==> src/rtl/core/deq_pkg.sv <==
`timescale 1ns / 1ps
// ----------------------------------------------------------------------------
// deq_pkg
// Shared constants, operation and status codes, and controller/datapath
// interface types for the double-ended queue unit.
// ----------------------------------------------------------------------------
package deq_pkg;

  localparam int DEPTH    = 16;
  localparam int IDX_W    = (DEPTH > 1) ? $clog2(DEPTH) : 1;
  localparam int CNT_W    = $clog2(DEPTH + 1);
  localparam int DATA_W   = 32;
  localparam int MODE_W   = 3;
  localparam int STATUS_W = 2;
  localparam int OUT_W    = ((DATA_W + STATUS_W + 7) / 8) * 8;
  localparam int PAD_W    = OUT_W - DATA_W - STATUS_W;

  localparam logic [MODE_W-1:0] MODE_PUSH_FRONT = 3'd0;
  localparam logic [MODE_W-1:0] MODE_PUSH_BACK  = 3'd1;
  localparam logic [MODE_W-1:0] MODE_POP_FRONT  = 3'd2;
  localparam logic [MODE_W-1:0] MODE_POP_BACK   = 3'd3;
  localparam logic [MODE_W-1:0] MODE_READ_ALL   = 3'd4;

  localparam logic [STATUS_W-1:0] STATUS_OK    = 2'd0;
  localparam logic [STATUS_W-1:0] STATUS_EMPTY = 2'd1;
  localparam logic [STATUS_W-1:0] STATUS_FULL  = 2'd2;

  // controller -> datapath
  typedef struct packed {
    logic exec;     // input word accepted, apply its operation
    logic rd_clr;   // start of read out, rewind the read index
    logic rd_req;   // issue a store read at front + index
    logic rd_load;  // move store read data into the output register
  } deq_cmd_t;

  // datapath -> controller
  typedef struct packed {
    logic             empty;
    logic             full;
    logic             out_free;
    logic             rd_last;
    logic [CNT_W-1:0] count;
  } deq_sts_t;

endpackage

==> src/rtl/core/deq_ram.sv <==
`timescale 1ns / 1ps
// ----------------------------------------------------------------------------
// deq_ram
// Generic single write port, single read port RAM with registered read data.
// ----------------------------------------------------------------------------
module deq_ram #(
  parameter int WIDTH = 32,
  parameter int DEPTH = 16
) (
  input  logic                                   clk_i,
  input  logic                                   we_i,
  input  logic [((DEPTH > 1) ? $clog2(DEPTH) : 1)-1:0] waddr_i,
  input  logic [WIDTH-1:0]                       wdata_i,
  input  logic                                   re_i,
  input  logic [((DEPTH > 1) ? $clog2(DEPTH) : 1)-1:0] raddr_i,
  output logic [WIDTH-1:0]                       rdata_o
);

  logic [WIDTH-1:0] mem_q [DEPTH];
  logic [WIDTH-1:0] rdata_q;

  always_ff @(posedge clk_i) begin
    if (we_i) begin
      mem_q[waddr_i] <= wdata_i;
    end
    if (re_i) begin
      rdata_q <= mem_q[raddr_i];
    end
  end

  assign rdata_o = rdata_q;

endmodule

==> src/rtl/core/deq_ctrl.sv <==
`timescale 1ns / 1ps
// ----------------------------------------------------------------------------
// deq_ctrl
// Controller: accepts input words and sequences the read out of all entries.
// ----------------------------------------------------------------------------
module deq_ctrl (
  input  logic                          clk_i,
  input  logic                          rst_ni,
  input  logic                          in_valid_i,
  input  logic [deq_pkg::MODE_W-1:0]    in_mode_i,
  output logic                          in_ready_o,
  input  deq_pkg::deq_sts_t             sts_i,
  output deq_pkg::deq_cmd_t             cmd_o
);

  typedef enum logic [1:0] {
    ST_IDLE,
    ST_RD_REQ,
    ST_RD_LOAD
  } state_e;

  state_e state_q, state_d;

  always_comb begin
    state_d    = state_q;
    in_ready_o = 1'b0;
    cmd_o      = '0;
    case (state_q)
      ST_IDLE: begin
        in_ready_o = sts_i.out_free;
        cmd_o.exec = in_valid_i && sts_i.out_free;
        if (cmd_o.exec && (in_mode_i == deq_pkg::MODE_READ_ALL) && !sts_i.empty) begin
          cmd_o.rd_clr = 1'b1;
          state_d      = ST_RD_REQ;
        end
      end
      ST_RD_REQ: begin
        cmd_o.rd_req = 1'b1;
        state_d      = ST_RD_LOAD;
      end
      ST_RD_LOAD: begin
        if (sts_i.out_free) begin
          cmd_o.rd_load = 1'b1;
          state_d       = sts_i.rd_last ? ST_IDLE : ST_RD_REQ;
        end
      end
      default: begin
        state_d = ST_IDLE;
      end
    endcase
  end

  always_ff @(posedge clk_i or negedge rst_ni) begin
    if (!rst_ni) begin
      state_q <= ST_IDLE;
    end else begin
      state_q <= state_d;
    end
  end

endmodule

==> src/rtl/core/deq_dp.sv <==
`timescale 1ns / 1ps
// ----------------------------------------------------------------------------
// deq_dp
// Datapath: ring store, front pointer, entry count, read index and the
// output register.
// ----------------------------------------------------------------------------
module deq_dp (
  input  logic                            clk_i,
  input  logic                            rst_ni,
  input  logic [deq_pkg::MODE_W-1:0]      in_mode_i,
  input  logic [deq_pkg::DATA_W-1:0]      in_value_i,
  input  deq_pkg::deq_cmd_t               cmd_i,
  output deq_pkg::deq_sts_t               sts_o,
  output logic                            out_valid_o,
  input  logic                            out_ready_i,
  output logic [deq_pkg::DATA_W-1:0]      out_value_o,
  output logic [deq_pkg::STATUS_W-1:0]    out_status_o,
  output logic                            out_last_o
);

  // ring index of a sum that stays below twice the depth
  function automatic logic [deq_pkg::IDX_W-1:0] wrap_idx(input logic [deq_pkg::IDX_W:0] s);
    logic [deq_pkg::IDX_W:0] r;
    r = s;
    if (s >= (deq_pkg::IDX_W + 1)'(deq_pkg::DEPTH)) begin
      r = s - (deq_pkg::IDX_W + 1)'(deq_pkg::DEPTH);
    end
    return r[deq_pkg::IDX_W-1:0];
  endfunction

  logic [deq_pkg::IDX_W-1:0]    front_q, front_d;
  logic [deq_pkg::CNT_W-1:0]    cnt_q, cnt_d;
  logic [deq_pkg::IDX_W-1:0]    rd_idx_q, rd_idx_d;
  logic                         out_valid_q, out_valid_d;
  logic [deq_pkg::DATA_W-1:0]   out_value_q, out_value_d;
  logic [deq_pkg::STATUS_W-1:0] out_status_q, out_status_d;
  logic                         out_last_q, out_last_d;

  logic                         is_push, is_pop, is_read;
  logic                         empty, full, rd_last, out_free, ack_load;
  logic [deq_pkg::IDX_W-1:0]    front_dec, front_inc, back_idx, rd_addr;
  logic [deq_pkg::IDX_W-1:0]    waddr;
  logic                         we;
  logic [deq_pkg::DATA_W-1:0]   rdata;

  assign is_push = (in_mode_i == deq_pkg::MODE_PUSH_FRONT) ||
                   (in_mode_i == deq_pkg::MODE_PUSH_BACK);
  assign is_pop  = (in_mode_i == deq_pkg::MODE_POP_FRONT) ||
                   (in_mode_i == deq_pkg::MODE_POP_BACK);
  assign is_read = (in_mode_i == deq_pkg::MODE_READ_ALL);

  assign empty    = (cnt_q == '0);
  assign full     = (cnt_q == deq_pkg::CNT_W'(deq_pkg::DEPTH));
  assign rd_last  = ((deq_pkg::CNT_W'(rd_idx_q) + deq_pkg::CNT_W'(1)) == cnt_q);
  assign out_free = !out_valid_q || out_ready_i;

  assign front_dec = (front_q == '0) ? deq_pkg::IDX_W'(deq_pkg::DEPTH - 1)
                                     : front_q - deq_pkg::IDX_W'(1);
  assign front_inc = wrap_idx({1'b0, front_q} + (deq_pkg::IDX_W + 1)'(1));
  // count is below depth whenever the back slot is written
  assign back_idx  = wrap_idx({1'b0, front_q} + (deq_pkg::IDX_W + 1)'(cnt_q));
  assign rd_addr   = wrap_idx({1'b0, front_q} + {1'b0, rd_idx_q});

  assign we    = cmd_i.exec && is_push && !full;
  assign waddr = (in_mode_i == deq_pkg::MODE_PUSH_FRONT) ? front_dec : back_idx;

  deq_ram #(
    .WIDTH (deq_pkg::DATA_W),
    .DEPTH (deq_pkg::DEPTH)
  ) u_store (
    .clk_i   (clk_i),
    .we_i    (we),
    .waddr_i (waddr),
    .wdata_i (in_value_i),
    .re_i    (cmd_i.rd_req),
    .raddr_i (rd_addr),
    .rdata_o (rdata)
  );

  assign ack_load = cmd_i.exec && (is_push || is_pop || (is_read && empty));

  always_comb begin
    front_d      = front_q;
    cnt_d        = cnt_q;
    rd_idx_d     = rd_idx_q;
    out_valid_d  = out_valid_q;
    out_value_d  = out_value_q;
    out_status_d = out_status_q;
    out_last_d   = out_last_q;

    if (out_ready_i) begin
      out_valid_d = 1'b0;
    end

    if (cmd_i.exec) begin
      case (in_mode_i)
        deq_pkg::MODE_PUSH_FRONT: begin
          if (!full) begin
            front_d = front_dec;
            cnt_d   = cnt_q + deq_pkg::CNT_W'(1);
          end
        end
        deq_pkg::MODE_PUSH_BACK: begin
          if (!full) begin
            cnt_d = cnt_q + deq_pkg::CNT_W'(1);
          end
        end
        deq_pkg::MODE_POP_FRONT: begin
          if (!empty) begin
            front_d = front_inc;
            cnt_d   = cnt_q - deq_pkg::CNT_W'(1);
          end
        end
        deq_pkg::MODE_POP_BACK: begin
          if (!empty) begin
            cnt_d = cnt_q - deq_pkg::CNT_W'(1);
          end
        end
        default: begin
        end
      endcase
    end

    if (cmd_i.rd_clr) begin
      rd_idx_d = '0;
    end

    if (ack_load) begin
      out_valid_d = 1'b1;
      out_value_d = '0;
      out_last_d  = 1'b1;
      if (is_push) begin
        out_status_d = full ? deq_pkg::STATUS_FULL : deq_pkg::STATUS_OK;
      end else begin
        out_status_d = empty ? deq_pkg::STATUS_EMPTY : deq_pkg::STATUS_OK;
      end
    end else if (cmd_i.rd_load) begin
      out_valid_d  = 1'b1;
      out_value_d  = rdata;
      out_status_d = deq_pkg::STATUS_OK;
      out_last_d   = rd_last;
      rd_idx_d     = rd_idx_q + deq_pkg::IDX_W'(1);
    end
  end

  always_ff @(posedge clk_i or negedge rst_ni) begin
    if (!rst_ni) begin
      front_q     <= '0;
      cnt_q       <= '0;
      rd_idx_q    <= '0;
      out_valid_q <= 1'b0;
    end else begin
      front_q     <= front_d;
      cnt_q       <= cnt_d;
      rd_idx_q    <= rd_idx_d;
      out_valid_q <= out_valid_d;
    end
  end

  always_ff @(posedge clk_i) begin
    out_value_q  <= out_value_d;
    out_status_q <= out_status_d;
    out_last_q   <= out_last_d;
  end

  assign sts_o.empty    = empty;
  assign sts_o.full     = full;
  assign sts_o.out_free = out_free;
  assign sts_o.rd_last  = rd_last;
  assign sts_o.count    = cnt_q;

  assign out_valid_o  = out_valid_q;
  assign out_value_o  = out_value_q;
  assign out_status_o = out_status_q;
  assign out_last_o   = out_last_q;

endmodule

==> src/rtl/core/double_ended_queue_unit.sv <==
`timescale 1ns / 1ps
// Response: push, pop and an empty read out answer in the cycle after the word is accepted.
// Throughput: one push/pop word per cycle while the result word is taken each cycle.
// Read out: per entry a store read request then a load (address then data of the store's
// registered read port), no new input word taken until the last entry is handed over.
// Reset: rst_ni clears front pointer, count and controller state; the store is not cleared.
// ----------------------------------------------------------------------------
// double_ended_queue_unit
// Bounded double-ended queue of signed 32-bit values on a ring store.
// ----------------------------------------------------------------------------
module double_ended_queue_unit (
  input  logic                         clk_i,
  input  logic                         rst_ni,
  input  logic                         s_axis_tvalid,
  output logic                         s_axis_tready,
  input  logic [deq_pkg::DATA_W-1:0]   s_axis_tdata,   // [31:0] value
  input  logic [deq_pkg::MODE_W-1:0]   s_axis_tuser,   // [2:0] mode
  output logic                         m_axis_tvalid,
  input  logic                         m_axis_tready,
  output logic [deq_pkg::OUT_W-1:0]    m_axis_tdata,   // [31:0] value_res, [33:32] status
  output logic                         m_axis_tlast    // last
);

  deq_pkg::deq_cmd_t             cmd;
  deq_pkg::deq_sts_t             sts;
  logic [deq_pkg::DATA_W-1:0]    out_value;
  logic [deq_pkg::STATUS_W-1:0]  out_status;

  deq_ctrl u_ctrl (
    .clk_i      (clk_i),
    .rst_ni     (rst_ni),
    .in_valid_i (s_axis_tvalid),
    .in_mode_i  (s_axis_tuser),
    .in_ready_o (s_axis_tready),
    .sts_i      (sts),
    .cmd_o      (cmd)
  );

  deq_dp u_dp (
    .clk_i        (clk_i),
    .rst_ni       (rst_ni),
    .in_mode_i    (s_axis_tuser),
    .in_value_i   (s_axis_tdata),
    .cmd_i        (cmd),
    .sts_o        (sts),
    .out_valid_o  (m_axis_tvalid),
    .out_ready_i  (m_axis_tready),
    .out_value_o  (out_value),
    .out_status_o (out_status),
    .out_last_o   (m_axis_tlast)
  );

  assign m_axis_tdata = {{deq_pkg::PAD_W{1'b0}}, out_status, out_value};

  a_count_bound: assert property (@(posedge clk_i) disable iff (!rst_ni)
    sts.count <= deq_pkg::CNT_W'(deq_pkg::DEPTH))
    else $error("entry count above depth");

  a_push_grows: assert property (@(posedge clk_i) disable iff (!rst_ni)
    (s_axis_tvalid && s_axis_tready && !sts.full &&
     ((s_axis_tuser == deq_pkg::MODE_PUSH_FRONT) ||
      (s_axis_tuser == deq_pkg::MODE_PUSH_BACK)))
    |=> (sts.count == $past(sts.count) + deq_pkg::CNT_W'(1)))
    else $error("push did not grow the count");

  a_no_overrun: assert property (@(posedge clk_i) disable iff (!rst_ni)
    (m_axis_tvalid && !m_axis_tready) |-> (!s_axis_tready && !cmd.rd_load))
    else $error("output register overwritten while stalled");

  a_read_not_empty: assert property (@(posedge clk_i) disable iff (!rst_ni)
    cmd.rd_req |-> !sts.empty)
    else $error("store read issued on empty queue");

endmodule

==> config.mk <==
export PLATFORM = sky130hd
export DESIGN_NAME = double_ended_queue_unit
export DESIGN_NICKNAME = d
export VERILOG_FILES = /design/src/rtl/core/deq_pkg.sv /design/src/rtl/core/deq_ram.sv /design/src/rtl/core/deq_ctrl.sv /design/src/rtl/core/deq_dp.sv /design/src/rtl/core/double_ended_queue_unit.sv
export SDC_FILE = /design/constraint.sdc
export NUM_CORES = 1
export LEC_CHECK = 0
export BUFFER_PORTS_ARGS = -buffer_cell sky130_fd_sc_hd__buf_2
export CAP_MARGIN = 20
export CORE_MARGIN = 2
export CORE_UTILIZATION = 45
export CTS_BUF_LIST = sky130_fd_sc_hd__clkbuf_8 sky130_fd_sc_hd__clkbuf_16
export DETAILED_ROUTE_END_ITERATION = 12
export PLACE_DENSITY = 0.69
export REMOVE_ABC_BUFFERS = 1
export SETUP_SLACK_MARGIN = 0.02
export SLEW_MARGIN = 20
export SYNTH_ARGS = -nofsm -noshare
export SYNTH_HDL_FRONTEND = slang
export SYNTH_SLANG_ARGS = --single-unit
==> constraint.sdc <==
create_clock -name clk_i -period 8.3 [get_ports clk_i]
set_clock_uncertainty 0.15 [all_clocks]
set_input_delay 1.66 -clock clk_i [delete_from_list [all_inputs] [get_ports clk_i]]
set_output_delay 1.66 -clock clk_i [all_outputs]
set_load 0.005 [all_outputs]
==> results.yml, run 1 <==
clock_network:
  cts_inserted_buffers: 59
  clkLatencyLatePin_ps: 610
  cts_setup_buffers: 0
  cts.sinks: 595
  tritoncts: "done"
  htreeDepth: 2
  ctsHoldBuffers: 0
  cts-root-buf: "sky130_fd_sc_hd__clkbuf_16"
  worst_setup_hold_path_clk_slew_ps: 60
  post_cts_resize_count: 0
  max_root_sink_buffers: 3
critical_path:
  worst_r2r_startpoint: "u_dp.front_q[0]"
  worst-setup-path-type: "primary input to flop"
  cp-end-kind: "flop"
  worst_setup_path_startpoint: "m_axis_tready"
  crit-reg2reg-capture: "u_dp.u_store.rdata_o[18]"
  r2r_slack_ps: 4400
  cp_max_fo: 17
  cp_data_arrival_time_ps: 4680
  timing.critical_path.from_type: "primary input"
  required_worst_endpoint_ps: 8420
  r2r_cells: 7
timing:
  slew_violations: 0
  achievable_frequency_mhz: 220
  post-route-min-period_ps: 4560
  timing.setup.tns_ps: 0
  setup_violations: 0
  timing.final.hold_violations: 0
  unrepaired_setup_endpoints_after_global_routing: "false"
  tightestPinTransition_ps: 1020
  final.period_utilization_pct: 54.9
  slew_headroom_pct: 31.8
synth:
  synth_top_cell_by_area: "sky130_fd_sc_hd__edfxtp_1"
  post_syn_area_um2: 22900
  ys_seq_elements: 595
  yosys-top-cells-count: "sky130_fd_sc_hd__edfxtp_1 (546), sky130_fd_sc_hd__nand3_1 (136), sky130_fd_sc_hd__mux4_2 (128)"
  synth_enable_flop_cells: 546
  synth.yosys.seq_area_share_pct: 76.1
  post_synth.cell_area_avg_um2: 19.8
  most_used_flip_flop_cell_after_synthesis: "sky130_fd_sc_hd__edfxtp_1"
  synth.area.top_cells: "sky130_fd_sc_hd__edfxtp_1 (71%), sky130_fd_sc_hd__mux4_2 (13%), sky130_fd_sc_hd__nand3_1 (3.0%)"
  count_of_warnings_emitted_by_yosys: 0
  ys_types: 51
  async_flop_share_pct: 2.69
  most_numerous_cell_in_the_yosys_netlist: "sky130_fd_sc_hd__edfxtp_1"
  synthDominantCellAreaShare_pct: 71.5
  synthCells: 1160
detailed_routing:
  totalWireLength_mm: 47.9
  avgRoutedWirePerCell_um: 24.2
  drc_errors: 0
  vias: 11414
  drtAntennaViolNets: 0
  via_per_inst: 5.77
  violation_count_after_the_first_detailed_route_iteration: 1039
  detailed_router_iteration_count_before_antenna_repair: 5
global_route:
  grt_antenna_before_repair: 0
  grt_pass1_wl_mm: 73.3
  grtUsageTotal_pct: 18.4
  grt_pass1_vias: 11872
  grt_remaining_overflow: 0
  pin_count_of_the_biggest_net_entering_global_routing: 65
cells_and_area:
  area_growth_syn_to_layout_pct: 14.5
  filler_cell_count: 3932
  design.final.nets: 1313
  diode_count: 0
  layout-drive-gt1-share_pct: 26.2
  finalCoreUtilization_pct: 52.2
placed_design:
  dp_wirelength_mm: 27.2
  port_buffers: 75
  place.gp.congestion: 0.784
hold_path:
  hold-path-endpoint: "u_dp.out_value_o[17]"
  whs_path_cells: 1
  min_path_type: "flop to flop"
  hp-start: "u_dp.u_store.rdata_o[17]"
floorplanning:
  num_io_pins: 82
  std_cell_rows: 82
  core_area_um2: 50300
  die-height_um: 230
  die_width_um: 230
  initial_util_pct: 45.6
  die_area_um2: 52800
power_and_ir_drop:
  power_density_nw_per_um2: 410
  p_leak_nw: 8.55
  total_power_mw: 10.8
  peakVddDrop_mv: 0.417
outcome:
  status: "completed"
run:
  max_cap_viol_count: 0
## kinds of logic (layout without fill, tap and decap cells)
logic type	Yosys count	after routing	share of synthesized area [%]
other	1	6	0.0163
xor gates and xnor gates	22	22	0.840
and+or+nand+nor	236	236	5.30
DFF	595	595	76.1
buffers and inverters	80	221	1.57
AOI/OAI and AO/OA	83	83	2.70
muxes	128	128	12.6
adders and majority gates	15	15	0.916
## cell type report
cell class	count	area (um^2)	area share, %
clock buffers	61	1530	5.81
clock inverters	47	269	1.02
inverters	10	37.5	0.143
multi-input cells	490	5360	20.4
flip-flops and latches	595	17500	66.5
well taps	672	841	3.20
repair buffers	103	776	2.95
## metrics by stage
stage,cell area (um^2),hold slack [ps],cells,setup slack [ps]
floorplan,22600,292,1095,1710
global placement,24200,294,1859,3260
detailed placement,24400,300,1866,3160
CTS,26200,312,1974,3790
global route,26300,333,1978,3510
finish,26300,312,1978,3740
## worst max-delay path, stage by stage
cell,delay (ps)
sky130_fd_sc_hd__buf_2,90
sky130_fd_sc_hd__nand2b_1,190
sky130_fd_sc_hd__nand4b_1,390
sky130_fd_sc_hd__a211oi_1,710
sky130_fd_sc_hd__nand3_1,510
sky130_fd_sc_hd__nor2_4,680
sky130_fd_sc_hd__buf_4,420
## report_power, final
group | internal [mW] | switching [mW]
clock network | 1.38 | 1.10
logic | 1.89 | 2.60
registers | 3.67 | 0.138
## sequential cells by signal (all words and copies together) (netlist names)
| name | flops |
|---|---|
| u_dp.u_store.mem_q | 512 |
| u_dp.cnt_q | 5 |
| u_dp.rd_idx_q | 4 |
| u_dp.out_last_o | 1 |
| u_ctrl.state_q | 2 |
| u_dp.u_store.rdata_o | 32 |
| u_dp.front_q | 4 |
| u_dp.out_value_o | 32 |
| u_dp.out_valid_o | 1 |
| u_dp.out_status_o | 2 |
## layer usage
metal | track usage, % | wire length (um) | share of wire [%]
met1 | 25.8 | 20700 | 43
met2 | 30.1 | 23800 | 50
met5 | 0 | 0 | 0
met4 | 5.48 | 1000 | 2.1
met3 | 2.77 | 2360 | 4.9
## layout by cell type (no fill, tap or decap), types with 15 or more instances in the layout
cell type and count:
sky130_fd_sc_hd__edfxtp_1 546, sky130_fd_sc_hd__inv_1 21, sky130_fd_sc_hd__nand3_1 136, sky130_fd_sc_hd__mux4_2 128, sky130_fd_sc_hd__nand2_1 17, sky130_fd_sc_hd__nor2_4 18
sky130_fd_sc_hd__nand4_1 32, sky130_fd_sc_hd__buf_2 75, sky130_fd_sc_hd__a22o_1 33, sky130_fd_sc_hd__o21ai_0 15, sky130_fd_sc_hd__clkbuf_16 61, sky130_fd_sc_hd__dfxtp_1 33
sky130_fd_sc_hd__clkinv_1 17, sky130_fd_sc_hd__buf_4 17, sky130_fd_sc_hd__dfrtp_1 16
## how the worst max path moves through the flow
stage,end,cells after the start
floorplan,u_dp.u_store.rdata_o[0],4
global placement,u_dp.u_store.mem_q[7][3],6
detailed placement,u_dp.u_store.mem_q[1][16],7
CTS,u_dp.u_store.mem_q[1][9],7
global route,u_dp.u_store.mem_q[0][12],7
finish,u_dp.u_store.mem_q[0][12],7
Power figures use the tool's default switching activity.
==> inputs of run 2 (changes only) <==
- PLACE_DENSITY: 0.69 -> 0.71
- clock period: 8.3 -> 4.05 ns (I/O delays scaled with it)
==> run 2 against run 1 <==
  * Clock-buffer cell count grew 2
  * Critical path type is now flop to flop
  * Utilization grew 0.57 points
  * Largest power group unchanged
  * Critical endpoint is now u_dp.u_store.rdata_o[10]
  * Non-clock buffer count grew 21
  * Setup slack lost 2800 ps
  * Design area grew 1.1%
==> results.yml, run 2 (synthesized netlist as in run 1, its figures left out) <==
timing:
  post-route-min-period_ps: 3150
  slew_headroom_pct: 29.3
  fin_hold_ws_ps: 313
  achievable_frequency_mhz: 317
  timing.setup.tns_ps: 0
  setup_violations: 0
  final_ws_setup_ps: 898
  timing.final.hold_violations: 0
  slew_violations: 0
  final.period_utilization_pct: 77.8
  unrepaired_setup_endpoints_after_global_routing: "false"
  tightestPinTransition_ps: 1060
placed_design:
  placed_cell_area_um2: 24700
  port_buffers: 75
  place.gp.congestion: 0.809
  dpl.cell_count: 1889
  placement.setup.worst_slack_ps: 834
  dp_wirelength_mm: 30.7
power_and_ir_drop:
  power_frac_seq_pct: 34.1
  cellInternalPower_mw: 14.6
  total_power_mw: 22.9
  part_of_the_total_power_dissipated_in_the_clock_network_pct: 22.5
  peakVddDrop_mv: 1.22
  netSwitchingPower_mw: 8.28
  combPwrFrac_pct: 43.4
  power_density_nw_per_um2: 862
  p_leak_nw: 8.72
  switching_share_pct: 36.2
detailed_routing:
  detailed_router_iteration_count_before_antenna_repair: 6
  via_per_inst: 5.92
  violation_count_after_the_first_detailed_route_iteration: 1297
  totalWireLength_mm: 50.9
  avgRoutedWirePerCell_um: 25.5
  drtAntennaViolNets: 0
  drc_errors: 0
  vias: 11821
clock_network:
  cts.sinks: 595
  tritoncts: "done"
  cts_inserted_buffers: 56
  worst_setup_hold_path_clk_slew_ps: 60
  cts_setup_buffers: 0
  cts-root-buf: "sky130_fd_sc_hd__clkbuf_16"
  max_root_sink_buffers: 3
  clkLatencyLatePin_ps: 620
  htreeDepth: 2
floorplanning:
  initial_util_pct: 45.6
  die-height_um: 230
  die_width_um: 230
  num_io_pins: 82
  std_cell_rows: 82
  core_area_um2: 50300
  die_area_um2: 52800
cells_and_area:
  largest_register_ff_count: 512
  area_growth_syn_to_layout_pct: 15.7
  finalCoreUtilization_pct: 52.8
  design.final.nets: 1331
  layout-drive-gt1-share_pct: 27.5
  layout.cells.most_common: "sky130_fd_sc_hd__edfxtp_1"
  diode_count: 0
  largest_register: "u_dp.u_store.mem_q"
  final_design_area_no_fill_um2: 26600
  filler_cell_count: 3899
  final_cell_mix: "sky130_fd_sc_hd__edfxtp_1 (546), sky130_fd_sc_hd__nand3_1 (136), sky130_fd_sc_hd__mux4_2 (128)"
  finish.cell_count_without_fillers: 1997
critical_path:
  worst-setup-path-type: "flop to flop"
  worst-path-buf-inv: 2
  timing.critical_path.from_type: "flop"
  critical-path-max-stage-delay_ps: 820
  cp_data_arrival_time_ps: 3310
  required_worst_endpoint_ps: 4210
  kind_of_cell_adding_the_most_delay_to_the_critical_path: "adder cells"
  cp_max_fo: 57
  cpMaxStageDelayCell: "sky130_fd_sc_hd__fa_4"
  cp_cell_sequence: "ha_4 -> inv_1 -> fa_4 -> buf_12 -> mux4_2 -> nand3_1 -> nand4_1"
  cp-end-kind: "flop"
outcome:
  status: "completed"
global_route:
  grt_pass1_wl_mm: 76.5
  grt_remaining_overflow: 0
  grtUsageTotal_pct: 19.5
  pin_count_of_the_biggest_net_entering_global_routing: 65
  grt_pass1_vias: 11762
  grt_antenna_before_repair: 2
run:
  max_cap_viol_count: 0
hold_path:
  min_path_type: "flop to flop"
-- run 2: changes by cell type in the layout (fill, tap and decap cells not counted), moves of 2 or more --
cell                        before  now
sky130_fd_sc_hd__buf_12          4   21
sky130_fd_sc_hd__clkinv_1       17    4
sky130_fd_sc_hd__buf_4          17   26
sky130_fd_sc_hd__inv_1          21   29
sky130_fd_sc_hd__clkbuf_8        0    7
sky130_fd_sc_hd__buf_16          7    1
sky130_fd_sc_hd__clkbuf_16      61   56
sky130_fd_sc_hd__clkinv_2       12    8
sky130_fd_sc_hd__bufinv_16       2    4
sky130_fd_sc_hd__clkinv_4        1    3
sky130_fd_sc_hd__inv_6           1    3
-- run 2: timing repair --
action,in CTS,in global routing
endpoints found under the hold margin,16,0
resized for setup,0,0
hold buffers,1,0
-- run 2: area by class of cell --
type                       count  area (um^2)  area share (%)
clock buffer                  63         1500            5.64
clock inverter                43          337            1.27
inverter                      10         37.5           0.141
multi-input combinational    490         5350            20.2
sequential                   595        17500            65.7
tap                          672          841            3.17
timing repair buffer         124         1030            3.87
-- run 2: path summary, 6_finish.rpt --
kind                                     startpoint                        to  slack (ps)  cells after the start
max                                 u_dp.front_q[0]  u_dp.u_store.rdata_o[10]         900                      7
min                        u_dp.u_store.rdata_o[13]      u_dp.out_value_o[13]         310                      1
max reg2reg                         u_dp.front_q[0]  u_dp.u_store.rdata_o[10]         900                      7
min reg2reg                u_dp.u_store.rdata_o[13]      u_dp.out_value_o[13]         310                      1
max in group asynchronous                    rst_ni         u_ctrl.state_q[0]        2930                      2
min in group asynchronous                    rst_ni           u_dp.front_q[1]         520                      2
-- run 2: layer usage --
| metal | part of all wire [%] | global-route usage [%] | vias up |
|---|---|---|---|
| met4 | 1.9 | 5.24 | 4 |
| met5 | 0.051 | 0 | - |
| met1 | 43 | 29.8 | 6171 |
| li1 | - | - | 5010 |
| met2 | 46 | 29.2 | 571 |
| met3 | 8.7 | 3.51 | 65 |
-- run 2: power by group through the flow --
| stage | logic, mW | registers (mW) | clock network, mW |
|---|---|---|---|
| floorplan | 4.81 | 7.80 | 0 |
| global placement | 9.88 | 7.92 | 0 |
| detailed placement | 9.96 | 7.94 | 0 |
| CTS | 10.0 | 7.81 | 5.23 |
| global route | 10.7 | 7.86 | 5.45 |
| finish | 9.93 | 7.81 | 5.15 |
